**config.mk**
```make
export PLATFORM = sky130hd
export DESIGN_NAME = dark_channel_haze_recovery_flat
export DESIGN_NICKNAME = d
export VERILOG_FILES = /design/src/sv/dchr_pkg.sv /design/src/sv/dchr_if.sv /design/src/sv/dark_channel_haze_recovery.sv /design/src/flat_wrapper.sv
export SDC_FILE = /design/constraint.sdc
export NUM_CORES = 2
export LEC_CHECK = 0
export BUFFER_PORTS_ARGS = -buffer_cell sky130_fd_sc_hd__buf_4
export CAP_MARGIN = 15
export CORE_MARGIN = 4
export CORE_UTILIZATION = 45
export DETAILED_ROUTE_END_ITERATION = 6
export SLEW_MARGIN = 0
export SYNTH_ARGS = -nofsm -noshare
export SYNTH_HDL_FRONTEND = slang
export SYNTH_SLANG_ARGS = --single-unit
```
**constraint.sdc**
```tcl
create_clock -name clk -period 15.8 [get_ports clk]
set_input_delay 2.37 -clock clk [delete_from_list [all_inputs] [get_ports clk]]
set_output_delay 2.37 -clock clk [all_outputs]
set_load 0.02 [all_outputs]
```
**src/sv/dchr_pkg.sv**
```systemverilog
// ----------------------------------------------------------------------------
// dchr_pkg: shared types and constants for the haze recovery pipeline
// Pixel type, divider widths, stage payload structs and fixed scale factors.
// ----------------------------------------------------------------------------
package dchr_pkg;

	localparam int PIX_W   = 8;
	localparam int QBITS   = 8;
	localparam int TREM_W  = 18;
	localparam int TDIV_W  = 10;
	localparam int DEN_W   = 9;
	localparam int NUM_W   = 18;
	localparam int MAG_W   = 17;
	localparam int NUM_CH  = 3;

	localparam int T_STAGES   = QBITS;
	localparam int R_STAGES   = QBITS;
	localparam int R_BASE     = T_STAGES + 1;
	localparam int NUM_STAGES = R_BASE + R_STAGES + 1;

	localparam logic [PIX_W-1:0] AIRLIGHT_RST = 8'd255;
	localparam logic [PIX_W-1:0] T_LOW        = 8'd63;
	localparam logic [DEN_W-1:0] DEN_MIN      = 9'd51;
	localparam logic [NUM_W-1:0] RECOVER_GAIN = 18'd510;

	typedef logic [PIX_W-1:0] pix_t;

	typedef struct packed {
		pix_t                          a;
		logic [NUM_CH-1:0][PIX_W-1:0]  pix;
		logic [TREM_W-1:0]             rem;
		logic [TDIV_W-1:0]             div;
		logic [QBITS-1:0]              q;
	} tst_t;

	typedef struct packed {
		pix_t                          t;
		logic [DEN_W-1:0]              den;
		logic [NUM_CH-1:0][MAG_W-1:0]  mag;
		logic [NUM_CH-1:0][QBITS-1:0]  q;
		logic [NUM_CH-1:0]             sat;
	} rst_t;

endpackage

```
**src/sv/dchr_if.sv**
```systemverilog
// ----------------------------------------------------------------------------
// dchr_if: pixel stream channels
// Hazy pixel input channel and dehazed pixel output channel, valid/ready.
// ----------------------------------------------------------------------------
interface dchr_in_if;
	import dchr_pkg::*;

	logic valid;
	logic ready;
	pix_t red;
	pix_t green;
	pix_t blue;
	pix_t dark_value;

	modport source (output valid, output red, output green, output blue,
		output dark_value, input ready);
	modport sink (input valid, input red, input green, input blue,
		input dark_value, output ready);
endinterface

interface dchr_out_if;
	import dchr_pkg::*;

	logic valid;
	logic ready;
	pix_t out_red;
	pix_t out_green;
	pix_t out_blue;
	pix_t transmission;

	modport source (output valid, output out_red, output out_green,
		output out_blue, output transmission, input ready);
	modport sink (input valid, input out_red, input out_green,
		input out_blue, input transmission, output ready);
endinterface

```
**src/sv/dark_channel_haze_recovery.sv**
```systemverilog
// ----------------------------------------------------------------------------
// dark_channel_haze_recovery: dark channel prior scene radiance recovery
// Transmission estimate from the dark value and airlight, then per-channel
// recovery (c - A) * 255 / t + A with magnitude and saturation at 255.
// ----------------------------------------------------------------------------
// Usage:
//   hazy     : input channel, one pixel (red, green, blue, dark_value) per
//              transfer.
//   dehazed  : output channel, one result (out_red, out_green, out_blue,
//              transmission) per transfer, in input order.
//   cfg_we / cfg_wdata : write the airlight register; write only while the
//              pipeline is empty.
// Throughput is one pixel per cycle while dehazed.ready is high: an input
// stage comes first, the transmission divider retires one quotient bit per
// stage over 8 stages, a numerator stage follows, and the three recovery
// dividers retire one bit per stage over 8 more.
// Reset empties the pipeline and sets the airlight to 255.
// When the receiver stalls, the result holds on the output and each stage
// keeps accepting until it meets a full stage ahead; empty stages fill, so
// up to 18 pixels are taken in before hazy.ready drops.
// ----------------------------------------------------------------------------
module dark_channel_haze_recovery (
	input  logic        clk,
	input  logic        arst_n,
	input  logic        cfg_we,
	input  dchr_pkg::pix_t cfg_wdata,
	dchr_in_if.sink     hazy,
	dchr_out_if.source  dehazed
);
	import dchr_pkg::*;

	pix_t                    airlight_q;
	logic [NUM_STAGES-1:0]   v_q;
	logic [NUM_STAGES-1:0]   en;
	tst_t                    tst_s [0:T_STAGES];
	rst_t                    rst_s [0:R_STAGES];

	pix_t                    dc;
	logic [TDIV_W-1:0]       tdiff;
	logic [TREM_W-1:0]       tnum;

	pix_t                    p_t;
	logic [DEN_W-1:0]        p_den;
	logic [NUM_W-1:0]        p_aden;
	logic [NUM_W-1:0]        p_neg;
	logic [NUM_CH-1:0][NUM_W-1:0] p_pos;
	logic [NUM_CH-1:0][MAG_W-1:0] p_mag;

	always_ff @(posedge clk or negedge arst_n) begin
		if (!arst_n) begin
			airlight_q <= AIRLIGHT_RST;
		end else if (cfg_we) begin
			airlight_q <= cfg_wdata;
		end
	end

	// advance a stage when it is empty or the stage ahead advances
	assign en[NUM_STAGES-1] = !v_q[NUM_STAGES-1] || dehazed.ready;
	for (genvar k = 0; k < NUM_STAGES - 1; k++) begin : g_en
		assign en[k] = !v_q[k] || en[k+1];
	end

	assign hazy.ready = en[0];

	always_ff @(posedge clk or negedge arst_n) begin
		if (!arst_n) begin
			v_q <= '0;
		end else begin
			if (en[0]) begin
				v_q[0] <= hazy.valid;
			end
			for (int k = 1; k < NUM_STAGES; k++) begin
				if (en[k]) begin
					v_q[k] <= v_q[k-1];
				end
			end
		end
	end

	// input stage: clamp dark value, form 255 * (4A - 3d) over 4A
	always_comb begin
		dc    = (hazy.dark_value > airlight_q) ? airlight_q : hazy.dark_value;
		tdiff = {airlight_q, 2'b00} - ({1'b0, dc, 1'b0} + {2'b00, dc});
		tnum  = {tdiff, 8'b0} - {{(TREM_W-TDIV_W){1'b0}}, tdiff};
	end

	always_ff @(posedge clk) begin
		if (en[0]) begin
			tst_s[0].a   <= airlight_q;
			tst_s[0].pix <= {hazy.red, hazy.green, hazy.blue};
			tst_s[0].rem <= tnum;
			tst_s[0].div <= {airlight_q, 2'b00};
			tst_s[0].q   <= '0;
		end
	end

	// transmission divider, one quotient bit per stage
	for (genvar j = 1; j <= T_STAGES; j++) begin : g_tdiv
		localparam int K = QBITS - j;
		logic [TREM_W-1:0] sh;
		tst_t              nxt;

		assign sh = {{(TREM_W-TDIV_W){1'b0}}, tst_s[j-1].div} << K;

		always_comb begin
			nxt = tst_s[j-1];
			if (tst_s[j-1].rem >= sh) begin
				nxt.rem  = tst_s[j-1].rem - sh;
				nxt.q[K] = 1'b1;
			end
		end

		always_ff @(posedge clk) begin
			if (en[j]) begin
				tst_s[j] <= nxt;
			end
		end
	end

	// numerator stage: |(c - A) * 510 + A * den|
	always_comb begin
		p_t    = tst_s[T_STAGES].q;
		p_den  = {p_t, 1'b0};
		if (p_den < DEN_MIN) begin
			p_den = DEN_MIN;
		end
		p_aden = NUM_W'(tst_s[T_STAGES].a) * NUM_W'(p_den);
		p_neg  = NUM_W'(tst_s[T_STAGES].a) * RECOVER_GAIN;
		for (int c = 0; c < NUM_CH; c++) begin
			p_pos[c] = NUM_W'(tst_s[T_STAGES].pix[c]) * RECOVER_GAIN + p_aden;
			p_mag[c] = (p_pos[c] >= p_neg) ? MAG_W'(p_pos[c] - p_neg)
			                               : MAG_W'(p_neg - p_pos[c]);
		end
	end

	always_ff @(posedge clk) begin
		if (en[R_BASE]) begin
			rst_s[0].t   <= p_t;
			rst_s[0].den <= p_den;
			rst_s[0].mag <= p_mag;
			rst_s[0].q   <= '0;
			rst_s[0].sat <= '0;
		end
	end

	// recovery dividers, one quotient bit per stage, saturation on the first
	for (genvar j = 1; j <= R_STAGES; j++) begin : g_rdiv
		localparam int K = QBITS - j;
		logic [MAG_W-1:0] sh;
		logic [MAG_W-1:0] lim;
		rst_t             nxt;

		assign sh  = {{(MAG_W-DEN_W){1'b0}}, rst_s[j-1].den} << K;
		assign lim = {rst_s[j-1].den, 8'b0};

		always_comb begin
			nxt = rst_s[j-1];
			for (int c = 0; c < NUM_CH; c++) begin
				if (rst_s[j-1].mag[c] >= sh) begin
					nxt.mag[c]  = rst_s[j-1].mag[c] - sh;
					nxt.q[c][K] = 1'b1;
				end
				if (j == 1) begin
					nxt.sat[c] = (rst_s[j-1].mag[c] >= lim);
				end
			end
		end

		always_ff @(posedge clk) begin
			if (en[R_BASE+j]) begin
				rst_s[j] <= nxt;
			end
		end
	end

	assign dehazed.valid        = v_q[NUM_STAGES-1];
	assign dehazed.out_red      = rst_s[R_STAGES].sat[2] ? 8'hFF : rst_s[R_STAGES].q[2];
	assign dehazed.out_green    = rst_s[R_STAGES].sat[1] ? 8'hFF : rst_s[R_STAGES].q[1];
	assign dehazed.out_blue     = rst_s[R_STAGES].sat[0] ? 8'hFF : rst_s[R_STAGES].q[0];
	assign dehazed.transmission = rst_s[R_STAGES].t;

	a_t_floor: assert property (@(posedge clk) disable iff (!arst_n)
		dehazed.valid |-> dehazed.transmission >= T_LOW)
		else $error("transmission below clamp floor");

	a_take: assert property (@(posedge clk) disable iff (!arst_n)
		hazy.valid && hazy.ready |=> v_q[0])
		else $error("input transfer not captured");

	a_hold: assert property (@(posedge clk) disable iff (!arst_n)
		v_q[0] && !en[0] |=> v_q[0] && $stable(tst_s[0]))
		else $error("stalled input stage changed");

	a_tdiv: assert property (@(posedge clk) disable iff (!arst_n)
		v_q[T_STAGES] && tst_s[T_STAGES].div != '0 |->
		tst_s[T_STAGES].rem < {{(TREM_W-TDIV_W){1'b0}}, tst_s[T_STAGES].div})
		else $error("transmission remainder not below divisor");

	a_rdiv: assert property (@(posedge clk) disable iff (!arst_n)
		v_q[NUM_STAGES-1] && !rst_s[R_STAGES].sat[0] |->
		rst_s[R_STAGES].mag[0] < {{(MAG_W-DEN_W){1'b0}}, rst_s[R_STAGES].den})
		else $error("recovery remainder not below divisor");

endmodule
```
**src/flat_wrapper.sv**
```systemverilog
// flat-port wrapper written by rule: the top's interface ports become plain ports
module dark_channel_haze_recovery_flat import dchr_pkg::*;
  (clk, arst_n, cfg_we, cfg_wdata, hazy_valid, hazy_red, hazy_green, hazy_blue, hazy_dark_value, hazy_ready, dehazed_valid, dehazed_out_red, dehazed_out_green, dehazed_out_blue, dehazed_transmission, dehazed_ready);
  dchr_in_if hazy_i ();
  dchr_out_if dehazed_i ();
  input  logic clk;
  input  logic arst_n;
  input  logic cfg_we;
  input  dchr_pkg::pix_t cfg_wdata;
  input wire logic [$bits(hazy_i.valid)-1:0] hazy_valid;
  input wire logic [$bits(hazy_i.red)-1:0] hazy_red;
  input wire logic [$bits(hazy_i.green)-1:0] hazy_green;
  input wire logic [$bits(hazy_i.blue)-1:0] hazy_blue;
  input wire logic [$bits(hazy_i.dark_value)-1:0] hazy_dark_value;
  output wire logic [$bits(hazy_i.ready)-1:0] hazy_ready;
  output wire logic [$bits(dehazed_i.valid)-1:0] dehazed_valid;
  output wire logic [$bits(dehazed_i.out_red)-1:0] dehazed_out_red;
  output wire logic [$bits(dehazed_i.out_green)-1:0] dehazed_out_green;
  output wire logic [$bits(dehazed_i.out_blue)-1:0] dehazed_out_blue;
  output wire logic [$bits(dehazed_i.transmission)-1:0] dehazed_transmission;
  input wire logic [$bits(dehazed_i.ready)-1:0] dehazed_ready;
  assign hazy_i.valid = hazy_valid;
  assign hazy_i.red = hazy_red;
  assign hazy_i.green = hazy_green;
  assign hazy_i.blue = hazy_blue;
  assign hazy_i.dark_value = hazy_dark_value;
  assign hazy_ready = hazy_i.ready;
  assign dehazed_valid = dehazed_i.valid;
  assign dehazed_out_red = dehazed_i.out_red;
  assign dehazed_out_green = dehazed_i.out_green;
  assign dehazed_out_blue = dehazed_i.out_blue;
  assign dehazed_transmission = dehazed_i.transmission;
  assign dehazed_i.ready = dehazed_ready;
  dark_channel_haze_recovery u_core (.clk(clk), .arst_n(arst_n), .cfg_we(cfg_we), .cfg_wdata(cfg_wdata), .hazy(hazy_i), .dehazed(dehazed_i));
endmodule
```
### After elaboration in Yosys (flattened, before gate mapping)

Memory sizes are Yosys's and may differ from the RTL's.
Index checks and enable logic that the tools add are counted.

| cells by class | value |
|---|---|
| add/sub/neg operators | 44 |
| multipliers | 5 |
| $lt $le $gt $ge | 40 |
| muxes and demuxes | 108 |
| reductions and logical operators | 36 |

Operators with widths:

| cell | count |
|---|---|
| 17-bit 2-to-1 mux | 27 |
| 18-bit 2-to-1 mux | 8 |
| 17-bit subtractor | 6 |
| 18-bit by 17-bit greater-or-equal comparator with 1-bit output | 4 |
| 1-bit 2-to-1 mux | 68 |
| 8-bit by 8-bit multiplier with 16-bit output, second input constant | 4 |
| 17-bit by 17-bit adder with 18-bit output | 3 |
| 17-bit by 10-bit greater-or-equal comparator with 1-bit output | 3 |
| 17-bit by 11-bit greater-or-equal comparator with 1-bit output | 3 |
| 17-bit by 12-bit greater-or-equal comparator with 1-bit output | 3 |
| 17-bit by 13-bit greater-or-equal comparator with 1-bit output | 3 |
| 17-bit by 14-bit greater-or-equal comparator with 1-bit output | 3 |
| 17-bit by 15-bit greater-or-equal comparator with 1-bit output | 3 |
| 17-bit by 16-bit greater-or-equal comparator with 1-bit output | 3 |
| 17-bit greater-or-equal comparator | 3 |
| 17-bit by 9-bit greater-or-equal comparator with 1-bit output | 3 |
| 17-bit by 10-bit subtractor with 17-bit output | 3 |
| 17-bit by 11-bit subtractor with 17-bit output | 3 |
| 17-bit by 12-bit subtractor with 17-bit output | 3 |
| 17-bit by 13-bit subtractor with 17-bit output | 3 |
| 17-bit by 14-bit subtractor with 17-bit output | 3 |
| 17-bit by 15-bit subtractor with 17-bit output | 3 |
| 17-bit by 16-bit subtractor with 17-bit output | 3 |
| 17-bit by 9-bit subtractor with 17-bit output | 3 |
| other kinds (24) | 62 |

| storage, ports and cells | value |
|---|---|
| register bits after elaboration | 26 |
| RAM bits | 1,467 |
| input port bits | 45 |
| logic and storage cells | 254 |
| memories | 2 |

Memory list:

| name | depth | bits a word | read ports | clocked after memory_dff | write ports | RTL line | RTL |
|---|---|---|---|---|---|---|---|
| u_core.rst_s | 9 | 95 | 9 | 0 | 9 | dark_channel_haze_recovery.sv:36 | `rst_t rst_s [0:R_STAGES];` |
| u_core.tst_s | 9 | 68 | 9 | 0 | 9 | dark_channel_haze_recovery.sv:35 | `tst_t tst_s [0:T_STAGES];` |

### Logic depth before layout (Yosys ltp)

| depth | value |
|---|---|
| word-level depth | 21 |
| gate-level depth with buffers | 44 |
| depth with buffers taken out | 41 |

### Worst setup path after synthesis

Ideal clock, no wire load.

| timing path | value |
|---|---|
| path type | input -> output |
| start | input dehazed_ready |
| end | output hazy_ready |
| data arrival time | 7,784 ps |
| data required time | 13,430 ps |
| setup slack | 5,646 ps |
| stages on the path | 9 |
| path buffers | 0 |
| path through | nor2b_1 and3_1 and3_1 inv_1 nor3_1 and2_1 nand3_1 nor2_1 nand3_1 |

| on the way | value |
|---|---|
| longest elaborated chain between the ends | 18 |

Ends and longest elaborated chain:

| item | RTL line | RTL |
|---|---|---|
| from (decl) | flat_wrapper.sv:21 | `input wire logic [$bits(dehazed_i.ready)-1:0] dehazed_ready;` |
| 1-bit logical OR | dark_channel_haze_recovery.sv:58 | `assign en[NUM_STAGES-1] = !v_q[NUM_STAGES-1] \|\| dehazed.ready;` |
| 1-bit logical OR (4 in series) | dark_channel_haze_recovery.sv:60 | `assign en[k] = !v_q[k] \|\| en[k+1];` |
| named net u_core.en[13] | dark_channel_haze_recovery.sv:34 | `logic [NUM_STAGES-1:0] en;` |
| 1-bit logical OR (10 in series) | dark_channel_haze_recovery.sv:60 |  |
| named net u_core.en[3] | dark_channel_haze_recovery.sv:34 |  |
| 1-bit logical OR (3 in series) | dark_channel_haze_recovery.sv:60 |  |
| to (decl) | flat_wrapper.sv:15 | `output wire logic [$bits(hazy_i.ready)-1:0] hazy_ready;` |

The timed path passes the listed nets, and every way through them passes these cells.

==> flow_summary.toml <==
[synthesis]
synth_compound_area_share_pct = 9.235
async_reset_ff_share_pct = 2.238
syn_nets = 6515
synth_top_family_by_area = "adder cells"
yosysSeqAreaShare_pct = 51.60
synth_xor_area_share_pct = 5.095
synth-simple-area-share_pct = 10.03
synth.avg_cell_area_sq_um = 11.98
synth_adder_area_share_pct = 18.05
muxShareOfSynthArea_pct = 1.617
yosys_register_bits = 1162
syn_area_sq_mm = 0.06739
synth_cell_type_count = 79
ys.flop_type = "edfxtp_1"
yosys_warnings = 0
synth-edff-count = 1136
syn_inst = 5623

[floorplan]
core_sq_mm = 0.1482
start_util_pct = 45.47
die_y_microns = 395.0
ios = 79
rows = 141
die_x_microns = 395.0
die-area_sq_mm = 0.1560

[clocking]
htree_levels = 4
cts_tree = "built"
cts_sinks = 1162
clock_latency_ns = 0.76
cts_buffers = 132
clk_path_buf_depth = 3
cts-resized-gates = 0
post_cts_buffers = 0
root_buffer = "clkbuf_16"
hold_buffers = 0
clk_pin_slew_ns = 0.06

[setup_path]
cp_top_family = "adder cells"
cp-end-kind = "flop"
rrSetupSlack_ns = 5.71
worstPathRequired_ns = 16.30
cp_slowest_cell = "edfxtp_1"
critPathMaxStageDelay_ns = 0.55
cp_num_buf_inv = 6
critPathKind = "flop to flop"
critPathLaunchType = "flop"
crit_top_cell = "inv_1"
worstPathMaxFanout = 18
crit_arrival_ns = 10.59

[final_layout]
drive_gt1_share_pct = 6.966
fin_area_sq_mm = 0.07463
area_growth_syn_to_layout_pct = 10.75
layout.nets = 6676
antennaDiodeCount = 0

[sta]
setup_tns_ns = 0
maxSlewHeadroom_pct = 27.51
fmax_mhz = 99.08
grt_setup_unrepaired = "no"
setup_violations = 0
min_period_ns = 10.09
maxSlewViolCount = 0
fin_skew_ns = 0.03818
hold_viol = 0
period_share_pct = 63.88
worst_pin_slew_ns = 1.085

[global_route]
antenna_found_initial = 1
grt_overflow = 0
grt_use_total_pct = 19.16
grt_pass1_vias = 41140
grt_pass1_wl_microns = 234100
grt_max_degree = 75

[drt]
num_vias = 41260
wl_microns = 148800
vias_per_cell = 5.279
drtIter0Drc = 2454
wire_per_inst_microns = 19.04
drcViolationCount = 0
ant_nets = 0
dr.pass1.iters = 6

[place]
place.gp.congestion = 0.8697
dp_hpwl_microns = 116300
io_buffers = 78
place_area_sq_mm = 0.07033

[job]
drv_cap = 0

[min_path]
holdCritPathClass = "flop to flop"

[run_status]
run_status = "finished, final reports clean"
-- metal layers --
metal / global-route usage, % / vias to the layer above / routed length, microns
met3: 3.154 / 215 / 5637
li1: - / 20380 / -
met4: 5.488 / 2 / 3779
met1: 25.19 / 20010 / 66620
met5: 0 / - / 13
met2: 32.77 / 654 / 72800
-- cells in the final DEF (no fill, tap or decap), types with 133 or more instances in the layout --
cell,n
fa_1,206
xor2_1,133
clkbuf_16,140
nand2_1,258
nor2_1,335
a21oi_1,352
xnor2_1,259
ha_1,641
inv_1,681
edfxtp_1,1136
o21ai_0,279
-- flip-flops by register name (all words and copies together) (netlist names) --
name               cells
u_core.tst_s         468
u_core.rst_s         668
u_core.v_q            18
u_core.airlight_q      8
-- cells by family (layout without fill, tap and decap cells) --
kind of cell | after synthesis | count (layout)
simple gates | 1324 | 1324
fa+ha+maj | 849 | 849
flops | 1162 | 1162
mux | 103 | 103
xor+xnor | 392 | 392
compound gates | 1023 | 1023
buf+inv | 770 | 1033
-- Yosys cell counts, types with 47 or more instances --
cell | n | area share (%)
edfxtp_1 | 1136 | 51
inv_1 | 688 | 3.8
ha_1 | 641 | 12
a21oi_1 | 352 | 2.6
nor2_1 | 335 | 1.9
o21ai_0 | 279 | 2.1
nand2_1 | 265 | 1.5
xnor2_1 | 259 | 3.4
fa_1 | 206 | 6.1
xor2_1 | 133 | 1.7
nand2b_1 | 124 | 1.2
nor2b_1 | 118 | 1.1
a21o_1 | 115 | 1.3
nor3_1 | 81 | 0.60
nand3_1 | 71 | 0.53
clkbuf_1 | 65 | 0.36
mux2i_1 | 59 | 0.88
nor4_1 | 55 | 0.51
nand4_1 | 54 | 0.50
o21bai_1 | 47 | 0.52
-- per-stage QoR --
step / instances / worst slack [ns] / hold slack [ns] / util, %
3_3_place_gp: 7579 / 6.002 / 0.4000 / 47.46
4_1_cts: 7815 / 5.725 / 0.3739 / 50.36
6_report: 7816 / 5.707 / 0.3823 / 50.36
2_1_floorplan: 5623 / 5.646 / 0.4003 / -
3_5_place_dp: 7579 / 5.770 / 0.4045 / 47.46
5_1_grt: 7816 / 5.037 / 0.3919 / 50.36
-- final timing paths --
kind,start,depth (start not counted),endpoint
hold reg to reg,u_core.tst_s[0][529]$_DFFE_PP_,0,u_core.tst_s[1][53]$_DFFE_PP_
hold / removal,u_core.tst_s[0][529]$_DFFE_PP_,0,u_core.tst_s[1][53]$_DFFE_PP_
setup / recovery,u_core.tst_s[1][7]$_DFFE_PP_,36,u_core.rst_s[0][77]$_DFFE_PP_
max in group asynchronous,arst_n,1,u_core.airlight_q[2]$_DFFE_PN1P_
setup reg to reg,u_core.tst_s[1][7]$_DFFE_PP_,36,u_core.rst_s[0][77]$_DFFE_PP_
min in group asynchronous,arst_n,1,u_core.v_q[0]$_DFFE_PN0P_
-- worst register-to-register path, delay by kind of cell (launching register included) --
kind / cells / cell delay (ns)
multiplexers: 2 / 0.63
adder cells (fa/ha/maj): 7 / 3.04
buffers and inverters: 6 / 0.88
XOR/XNOR: 3 / 0.93
AND/OR/NAND/NOR: 8 / 1.47
flip-flops: 1 / 0.55
AO/OA/AOI/OAI: 10 / 2.33
-- area by class of cell --
type                            count  area (sq um)
Inverter                          688          2585
Timing Repair Buffer              109         818.3
Sequential cell                  1162         34770
Multi-Input combinational cell   3691         29750
Tap cell                         1930          2415
Clock buffer                      179          3680
Fill cell                       13030         73560
Clock inverter                     57         610.6
Power is not shown: default switching activity piles up to over one toggle a cycle in this logic, so the estimate is an artifact.
